File: src/rtl/clip_endpoint_to_rect_assert.svh
// Assertion macros shared by the clipping block.
`ifndef CLIP_ENDPOINT_TO_RECT_ASSERT_SVH
`define CLIP_ENDPOINT_TO_RECT_ASSERT_SVH

// Same-cycle implication, checked outside reset.
`define CEP_ASSERT_NOW(label, clk, rst, ante, cons) \
   label: assert property (@(posedge clk) disable iff (rst) (ante) |-> (cons)) \
      else $error("clip_endpoint_to_rect assertion failed");

// Next-cycle implication, checked at every edge.
`define CEP_ASSERT_NEXT(label, clk, ante, cons) \
   label: assert property (@(posedge clk) (ante) |=> (cons)) \
      else $error("clip_endpoint_to_rect assertion failed");

`endif

File: src/rtl/cep_pkg.sv
// Shared types and constants of the endpoint clipping block.
package cep_pkg;

   // Register indexes of the configuration port.
   localparam int CSR_IDX_W = 2;
   localparam logic [CSR_IDX_W-1:0] CSR_LEFT   = 2'd0;
   localparam logic [CSR_IDX_W-1:0] CSR_RIGHT  = 2'd1;
   localparam logic [CSR_IDX_W-1:0] CSR_TOP    = 2'd2;
   localparam logic [CSR_IDX_W-1:0] CSR_BOTTOM = 2'd3;

   // Reset values of the rectangle edges.
   localparam int LEFT_RESET   = 0;
   localparam int RIGHT_RESET  = 600;
   localparam int TOP_RESET    = 0;
   localparam int BOTTOM_RESET = 350;

   // Flow control handed to each divider cell.
   typedef struct packed {
      logic valid;
      logic advance;
   } cep_flow_type;

endpackage

File: src/rtl/cep_div_cell.sv
// One restoring division step: develops one quotient bit per cell.
module cep_div_cell #(
   parameter int DVD_W = 32,
   parameter int DIV_W = 16,
   parameter int PAY_W = 8
) (
   input  logic                    clock,
   input  logic                    reset,
   input  cep_pkg::cep_flow_type   flow_in,
   input  logic [DIV_W-1:0]        rem_in,
   input  logic [DVD_W-1:0]        dvd_in,
   input  logic [DIV_W-1:0]        div_in,
   input  logic [PAY_W-1:0]        pay_in,
   output logic                    valid_out,
   output logic [DIV_W-1:0]        rem_out,
   output logic [DVD_W-1:0]        dvd_out,
   output logic [DIV_W-1:0]        div_out,
   output logic [PAY_W-1:0]        pay_out
);
   import cep_pkg::*;

   logic [DIV_W:0]   trial;
   logic             fits;
   logic [DIV_W-1:0] rem_in_next;
   logic             valid_ff;
   logic [DIV_W-1:0] rem_ff;
   logic [DVD_W-1:0] dvd_ff;
   logic [DIV_W-1:0] div_ff;
   logic [PAY_W-1:0] pay_ff;

   // Bring down the next dividend bit and try to subtract the divisor.
   always_comb begin
      trial = {rem_in, dvd_in[DVD_W-1]};
      fits  = (trial >= {1'b0, div_in});
      if (fits) begin
         rem_in_next = DIV_W'(trial - {1'b0, div_in});
      end else begin
         rem_in_next = trial[DIV_W-1:0];
      end
   end

   // Valid bit of the cell.
   always_ff @(posedge clock) begin
      if (reset) begin
         valid_ff <= 1'b0;
      end else if (flow_in.advance) begin
         valid_ff <= flow_in.valid;
      end
   end

   // Partial remainder, shifting dividend and quotient, divisor and payload.
   always_ff @(posedge clock) begin
      if (flow_in.advance) begin
         rem_ff <= rem_in_next;
         dvd_ff <= {dvd_in[DVD_W-2:0], fits};
         div_ff <= div_in;
         pay_ff <= pay_in;
      end
   end

   assign valid_out = valid_ff;
   assign rem_out   = rem_ff;
   assign dvd_out   = dvd_ff;
   assign div_out   = div_ff;
   assign pay_out   = pay_ff;

endmodule

File: src/rtl/cep_div_chain.sv
// Row of division cells giving quotient and remainder.
module cep_div_chain #(
   parameter int DVD_W = 32,
   parameter int DIV_W = 16,
   parameter int PAY_W = 8
) (
   input  logic             clock,
   input  logic             reset,
   input  logic             advance,
   input  logic             valid_in,
   input  logic [DVD_W-1:0] dividend,
   input  logic [DIV_W-1:0] divisor,
   input  logic [PAY_W-1:0] pay_in,
   output logic             valid_out,
   output logic [DVD_W-1:0] quotient,
   output logic [DIV_W-1:0] remainder,
   output logic [PAY_W-1:0] pay_out
);
   import cep_pkg::*;

   logic             valid_w [DVD_W+1];
   logic [DIV_W-1:0] rem_w   [DVD_W+1];
   logic [DVD_W-1:0] dvd_w   [DVD_W+1];
   logic [DIV_W-1:0] div_w   [DVD_W+1];
   logic [PAY_W-1:0] pay_w   [DVD_W+1];

   // Head of the row starts with a zero remainder.
   assign valid_w[0] = valid_in;
   assign rem_w[0]   = '0;
   assign dvd_w[0]   = dividend;
   assign div_w[0]   = divisor;
   assign pay_w[0]   = pay_in;

   // One cell per quotient bit, each passing its work to the next.
   for (genvar i = 0; i < DVD_W; i++) begin : g_cell
      cep_flow_type flow;
      assign flow.valid   = valid_w[i];
      assign flow.advance = advance;
      cep_div_cell #(
         .DVD_W (DVD_W),
         .DIV_W (DIV_W),
         .PAY_W (PAY_W)
      ) u_cell (
         .clock     (clock),
         .reset     (reset),
         .flow_in   (flow),
         .rem_in    (rem_w[i]),
         .dvd_in    (dvd_w[i]),
         .div_in    (div_w[i]),
         .pay_in    (pay_w[i]),
         .valid_out (valid_w[i+1]),
         .rem_out   (rem_w[i+1]),
         .dvd_out   (dvd_w[i+1]),
         .div_out   (div_w[i+1]),
         .pay_out   (pay_w[i+1])
      );
   end

   assign valid_out = valid_w[DVD_W];
   assign quotient  = dvd_w[DVD_W];
   assign remainder = rem_w[DVD_W];
   assign pay_out   = pay_w[DVD_W];

endmodule

File: config.mk
export PLATFORM = sky130hd
export DESIGN_NAME = cep_div_chain
export DESIGN_NICKNAME = d
export VERILOG_FILES = /design/src/rtl/clip_endpoint_to_rect_assert.svh /design/src/rtl/cep_pkg.sv /design/src/rtl/cep_div_cell.sv /design/src/rtl/cep_div_chain.sv
export SDC_FILE = /design/constraint.sdc
export NUM_CORES = 2
export LEC_CHECK = 0
export BUFFER_PORTS_ARGS = -buffer_cell sky130_fd_sc_hd__buf_2
export CAP_MARGIN = 15
export CORE_MARGIN = 5
export CORE_UTILIZATION = 63
export CTS_BUF_LIST = sky130_fd_sc_hd__clkbuf_4
export CTS_CLUSTER_SIZE = 25
export DETAILED_ROUTE_END_ITERATION = 8
export GPL_ROUTABILITY_DRIVEN = 0
export HOLD_SLACK_MARGIN = 0.03
export PLACE_DENSITY = 0.76
export RECOVER_POWER = 25
export SYNTH_ARGS = -nofsm -noshare
export SYNTH_HDL_FRONTEND = slang
export SYNTH_SLANG_ARGS = --single-unit
File: constraint.sdc
create_clock -name clock -period 3.45 [get_ports clock]
set_clock_uncertainty 0.1 [all_clocks]
set_input_delay 0 -clock clock [delete_from_list [all_inputs] [get_ports clock]]
set_output_delay 0 -clock clock [all_outputs]
set_load 0.05 [all_outputs]
# Word-level counts from Yosys, hierarchy flattened
# Index checks and enable logic that the tools add are counted.
# W data, S select, Z words.
totals:
  out_inout_bits: 57
  regBits: 2320
classes:
  n_addsub: 32
  magnitude_cmp: 32
  muxes: 32
ops:
  columns: ["operator", "n"]
  rows:
  - ["$ge A17 B16 Y1", 31]
  - ["$mux W16", 31]
  - ["$sub A16 B16 Y16", 31]
  - ["$ge A1 B16 Y1", 1]
  - ["$sub A1 B16 Y16", 1]
  - ["$mux W1", 1]

# Longest topological paths before layout
depth:
  depth_word: 2
  ltp_mapped: 13
  ltp_nobuf: 12

# Modules after synthesis
# Synthesis repeated with hierarchy kept, for this count alone.
hier_totals:
  hier_cells: 7337
  hier_area_um2: 108775.6
by_module_without_submodules:
  columns: ["mod", "seq_area_each_um2", "area_each_um2", "cells_each", "instances"]
  rows:
  - ["cep_div_cell at g_cell[14].u_cell ...", 2182.1, 3387.0, 228, 22]
  - ["cep_div_cell at g_cell[0].u_cell ...", 2182.1, 3425.8, 232, 10]
  - ["cep_div_chain", 0.0, 3.8, 1, 1]

# Worst setup path after synthesis
# Ideal clock, no wire load.
synth_path:
  path_kind: "register to register"
  start: "register g_cell[29].u_cell.div_ff[1]"
  end: "register g_cell[30].u_cell.rem_ff[10] (data pin)"
  period_less_slack_ns: 3.125
  t_required_ns: 3.088
  path_slack_ns: 0.325
  path_buffers: 1
  path_stages_with_launch: 13
  t_arrival_ns: 2.763
  path_cell_list: "edfxtp_1 inv_1 ha_1 nor2b_1 o21ai_1 a21boi_0 o31ai_1 a21oi_1 a2111oi_2 nand2_1 a31oi_4 buf_6 mux2_1"
synth_between:
  elab_chain_len: 2
synth_lines:
  columns: ["element", "line_no", "source"]
  rows:
  - ["start, declared", "cep_div_cell.sv:28", "logic [DIV_W-1:0] div_ff;"]
  - ["start signal, assigned", "cep_div_cell.sv:56", "div_ff <= div_in;"]
  - ["$sub A16 B16 Y16 or $ge A17 B16 Y1 (tied branches)", "cep_div_cell.sv:36, cep_div_cell.sv:34", null]
  - ["$mux W16 (*)", "cep_div_cell.sv:35", "if (fits) begin"]
  - ["named net g_cell[30].u_cell.rem_in_next[10]", "cep_div_cell.sv:24", "logic [DIV_W-1:0] rem_in_next;"]
  - ["end signal, assigned", "cep_div_cell.sv:54", "rem_ff <= rem_in_next;"]
  - ["end, declared", "cep_div_cell.sv:26", "logic [DIV_W-1:0] rem_ff;"]
# The timed path passes the listed nets; every way through them passes the cells marked *.
# A chain may end at the register's enable or synchronous reset.

# Final worst setup path
layout_path:
  start: "register g_cell[0].u_cell.div_ff[1]"
  end: "register g_cell[1].u_cell.rem_ff[5] (data pin)"
layout_between:
  elab_chain_len: 2
layout_lines:
  columns: ["element", "line_no"]
  rows:
  - ["start, declared", "cep_div_cell.sv:28"]
  - ["start signal, assigned", "cep_div_cell.sv:56"]
  - ["$sub A16 B16 Y16 or $ge A17 B16 Y1 (tied branches)", "cep_div_cell.sv:36, cep_div_cell.sv:34"]
  - ["$mux W16 (*)", "cep_div_cell.sv:35"]
  - ["named net g_cell[1].u_cell.rem_in_next[5]", "cep_div_cell.sv:24"]
  - ["end signal, assigned", "cep_div_cell.sv:54"]
  - ["end, declared", "cep_div_cell.sv:26"]
# Marked as above.

==> reports/metrics.yaml <==
outcome:
  outcome: "completed"
cells_and_area:
  syn2layout_area_growth_pct: 13.36
  area.sequential_mm2: 0.06935
  nets: 8203
  multi_input_comb_area_mm2: 0.02704
  final_core_util: 0.7193
  fin_area_mm2: 0.1125
  fill_cells: 10110
  drive_gt1_frac: 0.1830
critical_path:
  crit_type: "register to register"
  critPathMaxFanout: 19
  crit_arrival_ns: 4.32
  slowest_stage: "edfxtp_1"
  max_stage_delay_ns: 0.46
  r2r_cells: 12
  cp_top_family: "compound AO/OA/AOI/OAI gates"
  endpoint_kind: "register"
  r2r-end: "g_cell[1].u_cell.rem_out[5]$_DFFE_PP_"
  cp-startpoint: "g_cell[0].u_cell.div_out[1]$_DFFE_PP_"
  cp_cell_sequence: "inv_1, ha_1, nor2b_1, o21ai_0, a21boi_0, o21ai_1, a2111o_1, and3_1, o21ai_2, buf_4, nor2_1, a21oi_1"
  worst-path-buf-inv: 2
  timing.rr.start: "g_cell[0].u_cell.div_out[1]$_DFFE_PP_"
  endpoint: "g_cell[1].u_cell.rem_out[5]$_DFFE_PP_"
  required_ns: 4.43
  cp_num_cells: 12
  reg2reg_setup_slack_ns: 0.11
  crit_path_start_kind: "register"
synth:
  synth_edf_count: 2288
  yosysWarnings: 0
  synth_top_area_share: 0.6924
  syn_inst: 6689
  syn-cell-area_mm2: 0.09923
  synth_area_leader_cell: "edfxtp_1"
  syn-num-nets: 7278
  synth.distinct_cells: 87
  synth.area.top_cells: "edfxtp_1, ha_1, inv_1, mux2_2, a21oi_1"
  synth_flop_cell: "edfxtp_1"
  async_reset_ff_frac: 0
  ys_seq_area_frac: 0.6988
  ys_seq_elements: 2320
  syn_area_per_cell_um2: 14.84
sta:
  setup-tns-final_ns: 0
  finalHoldViolations: 0
  setup_viol: 0
  fin_hold_ws_ns: 0.2387
  worst_pin_slew_ns: 1.054
  timing.final.crit_period_ns: 3.339
  timing.fmax_ghz: 0.2995
  slew_viol_final: 0
  slew_headroom: 0.2947
  period_share: 0.9677
route:
  wl_mm: 172.5
  wl_per_cell_um: 17.11
  met2WireLength_mm: 87.14
  first_pass_iters: 5
  wl_met3_mm: 8.557
  routed-via-count: 55810
  wl_met1_mm: 71.49
  vias_per_cell: 5.535
  drt_iter0_markers: 3974
  antenna_left: 0
  remaining_drc_errors: 0
  top_layer: "met4"
cts:
  cts.clk_slew.worst_paths_ns: 0.06
  cts-root-buf: "clkbuf_4"
  clock_path_buffers: 4
  clk_latency_ns: 1.31
  cts_made_buffers: 598
  htree_levels: 6
  cts_sinks: 2320
  cts_tree: "yes"
die:
  die_h_um: 406.9
  core_region_area_mm2: 0.1564
  initial_core_util: 0.6345
  dieWidth_um: 406.9
  dieArea_mm2: 0.1656
  ios: 117
  rows: 145
job:
  cap_violations: 0
placement:
  portBuffers: 116
  place_hpwl_mm: 112.9
  dpl_cell_area_mm2: 0.1032
global_routing:
  grt-ovfl-total: 0
  grt_max_degree: 174
  grt_pass1_vias: 57040
  antenna_found_initial: 2
  grtUsageTotal: 0.2096
  grt_pass1_wl_mm: 280.6
power:
  p_clk_frac: 0.239
  combPwrFrac: 0.335
  ir_drop_v: 0.0004721
  power.density_mw_per_mm2: 836.8
  swShare: 0.3145
  intPower_uw: 64530
  p_leak_uw: 0.04406
  switching_power_uw: 29600
  p_seq_frac: 0.426
worst_hold_path:
  hold_path_class: "register to register"
  min_path_cells: 0
[per-layer routing]
layer	GRT usage	vias up
li1	-	27190
met2	0.3585	1471
met4	0.08494	0
met3	0.04530	432
met1	0.2624	26710
met5	0	-
[worst reg2reg max path, stage by stage (launching register included)]
cell and delay, ns:
edfxtp_1 0.46, inv_1 0.07, ha_1 0.34, nor2b_1 0.15
o21ai_0 0.12, a21boi_0 0.20, o21ai_1 0.13, a2111o_1 0.47
and3_1 0.19, o21ai_2 0.33, buf_4 0.30, nor2_1 0.06
a21oi_1 0.22
[synth_stat cells (40+ instances only)]
library cell  count
mux2i_1          62
o21a_1           71
ha_1            498
nand3_1          72
xor2_1          131
nor3_1           81
nand2_1         238
edfxtp_1       2288
nor2_1          449
nand4_1          73
mux2_2          200
xnor2_1         226
nand2b_1         57
a21oi_1         447
a211oi_1         40
clkbuf_1         48
nor2b_1          69
inv_1           633
a21o_1          119
o21ai_0         252
[worst min path at each step]
stage,start,endpoint,slack [ns]
floorplan,reset,g_cell[27].u_cell.valid_out$_SDFFE_PP0P_,-0.03
global placement,dividend[22],g_cell[0].u_cell.dvd_out[23]$_DFFE_PP_,0.08
detailed placement,pay_in[7],g_cell[0].u_cell.pay_out[7]$_DFFE_PP_,0.08
CTS,advance,g_cell[4].u_cell.pay_out[0]$_DFFE_PP_,0.07
global route,advance,g_cell[0].u_cell.dvd_out[17]$_DFFE_PP_,0.19
finish,g_cell[3].u_cell.dvd_out[21]$_DFFE_PP_,g_cell[4].u_cell.dvd_out[22]$_DFFE_PP_,0.24
[placed cells by master, fill, tap and decap left out, drive strengths merged, types with 62 or more instances in the layout]
master / count
nand3: 72
nor3: 82
a21oi: 450
o21a: 71
buf: 262
o21ai: 268
edfxtp: 2288
ha: 498
nor2b: 69
mux2i: 62
inv: 645
mux2: 230
a21o: 119
dlygate4sd3: 176
nor2: 449
xnor2: 226
nand4: 73
clkbuf: 858
nand2: 238
clkinv: 122
xor2: 131
[cell families (layout without fill, tap and decap cells)]
family	Yosys count	count (layout)	synth area share
buf+inv	747	2073	0.03058
flops	2320	2320	0.6988
mux	292	292	0.03303
fa+ha+maj	529	529	0.06905
other cells	0	10	0
simple gates	1182	1182	0.05632
compound gates	1262	1262	0.08068
xor+xnor	357	357	0.03151
[final cells by class]
class | count | share of cell area
Timing Repair Buffer | 439 | 0.03439
Inverter | 633 | 0.02112
Antenna cell | 10 | 0.0002225
Clock buffer | 857 | 0.05719
Multi-Input combinational cell | 3622 | 0.2404
Clock inverter | 144 | 0.007308
Sequential cell | 2320 | 0.6165
Tap cell | 2058 | 0.02289
[power by group through the flow]
stage / Clock [µW] / Sequential [µW] / Combinational [µW]
final: 22500 / 40100 / 31500
after global routing: 25100 / 40500 / 34800
after CTS: 23400 / 40200 / 31000
after detailed placement: 0 / 40700 / 30600
after global placement: 0 / 40600 / 29500
after floorplan: 0 / 39900 / 23500
[per-stage QoR]
step / worst slack (ns) / std cells / power [µW]
2_1_floorplan: 0.3252 / 6689 / 63390
3_3_place_gp: 0.1171 / 8889 / 70150
3_5_place_dp: 0.1026 / 8889 / 71370
4_1_cts: 0.08069 / 10070 / 94590
5_1_grt: -0.04877 / 10080 / 100400
6_report: 0.1113 / 10080 / 94130
[state kept, by name, indices dropped and copies added (netlist names)]
signal,cells
g_cell.u_cell.rem_out,512
g_cell.u_cell.dvd_out,1024
g_cell.u_cell.valid_out,32
g_cell.u_cell.pay_out,256
g_cell.u_cell.div_out,496
[timing repair]
item / in CTS / in global routing
endpoints found under the setup margin: 0 / 214
buffers inserted: 0 / 6
gates resized for setup: 0 / 35
hold endpoints to repair: 2392 / 0
hold buffers: 177 / 0
No activity file was read; power rests on OpenSTA's default activity.
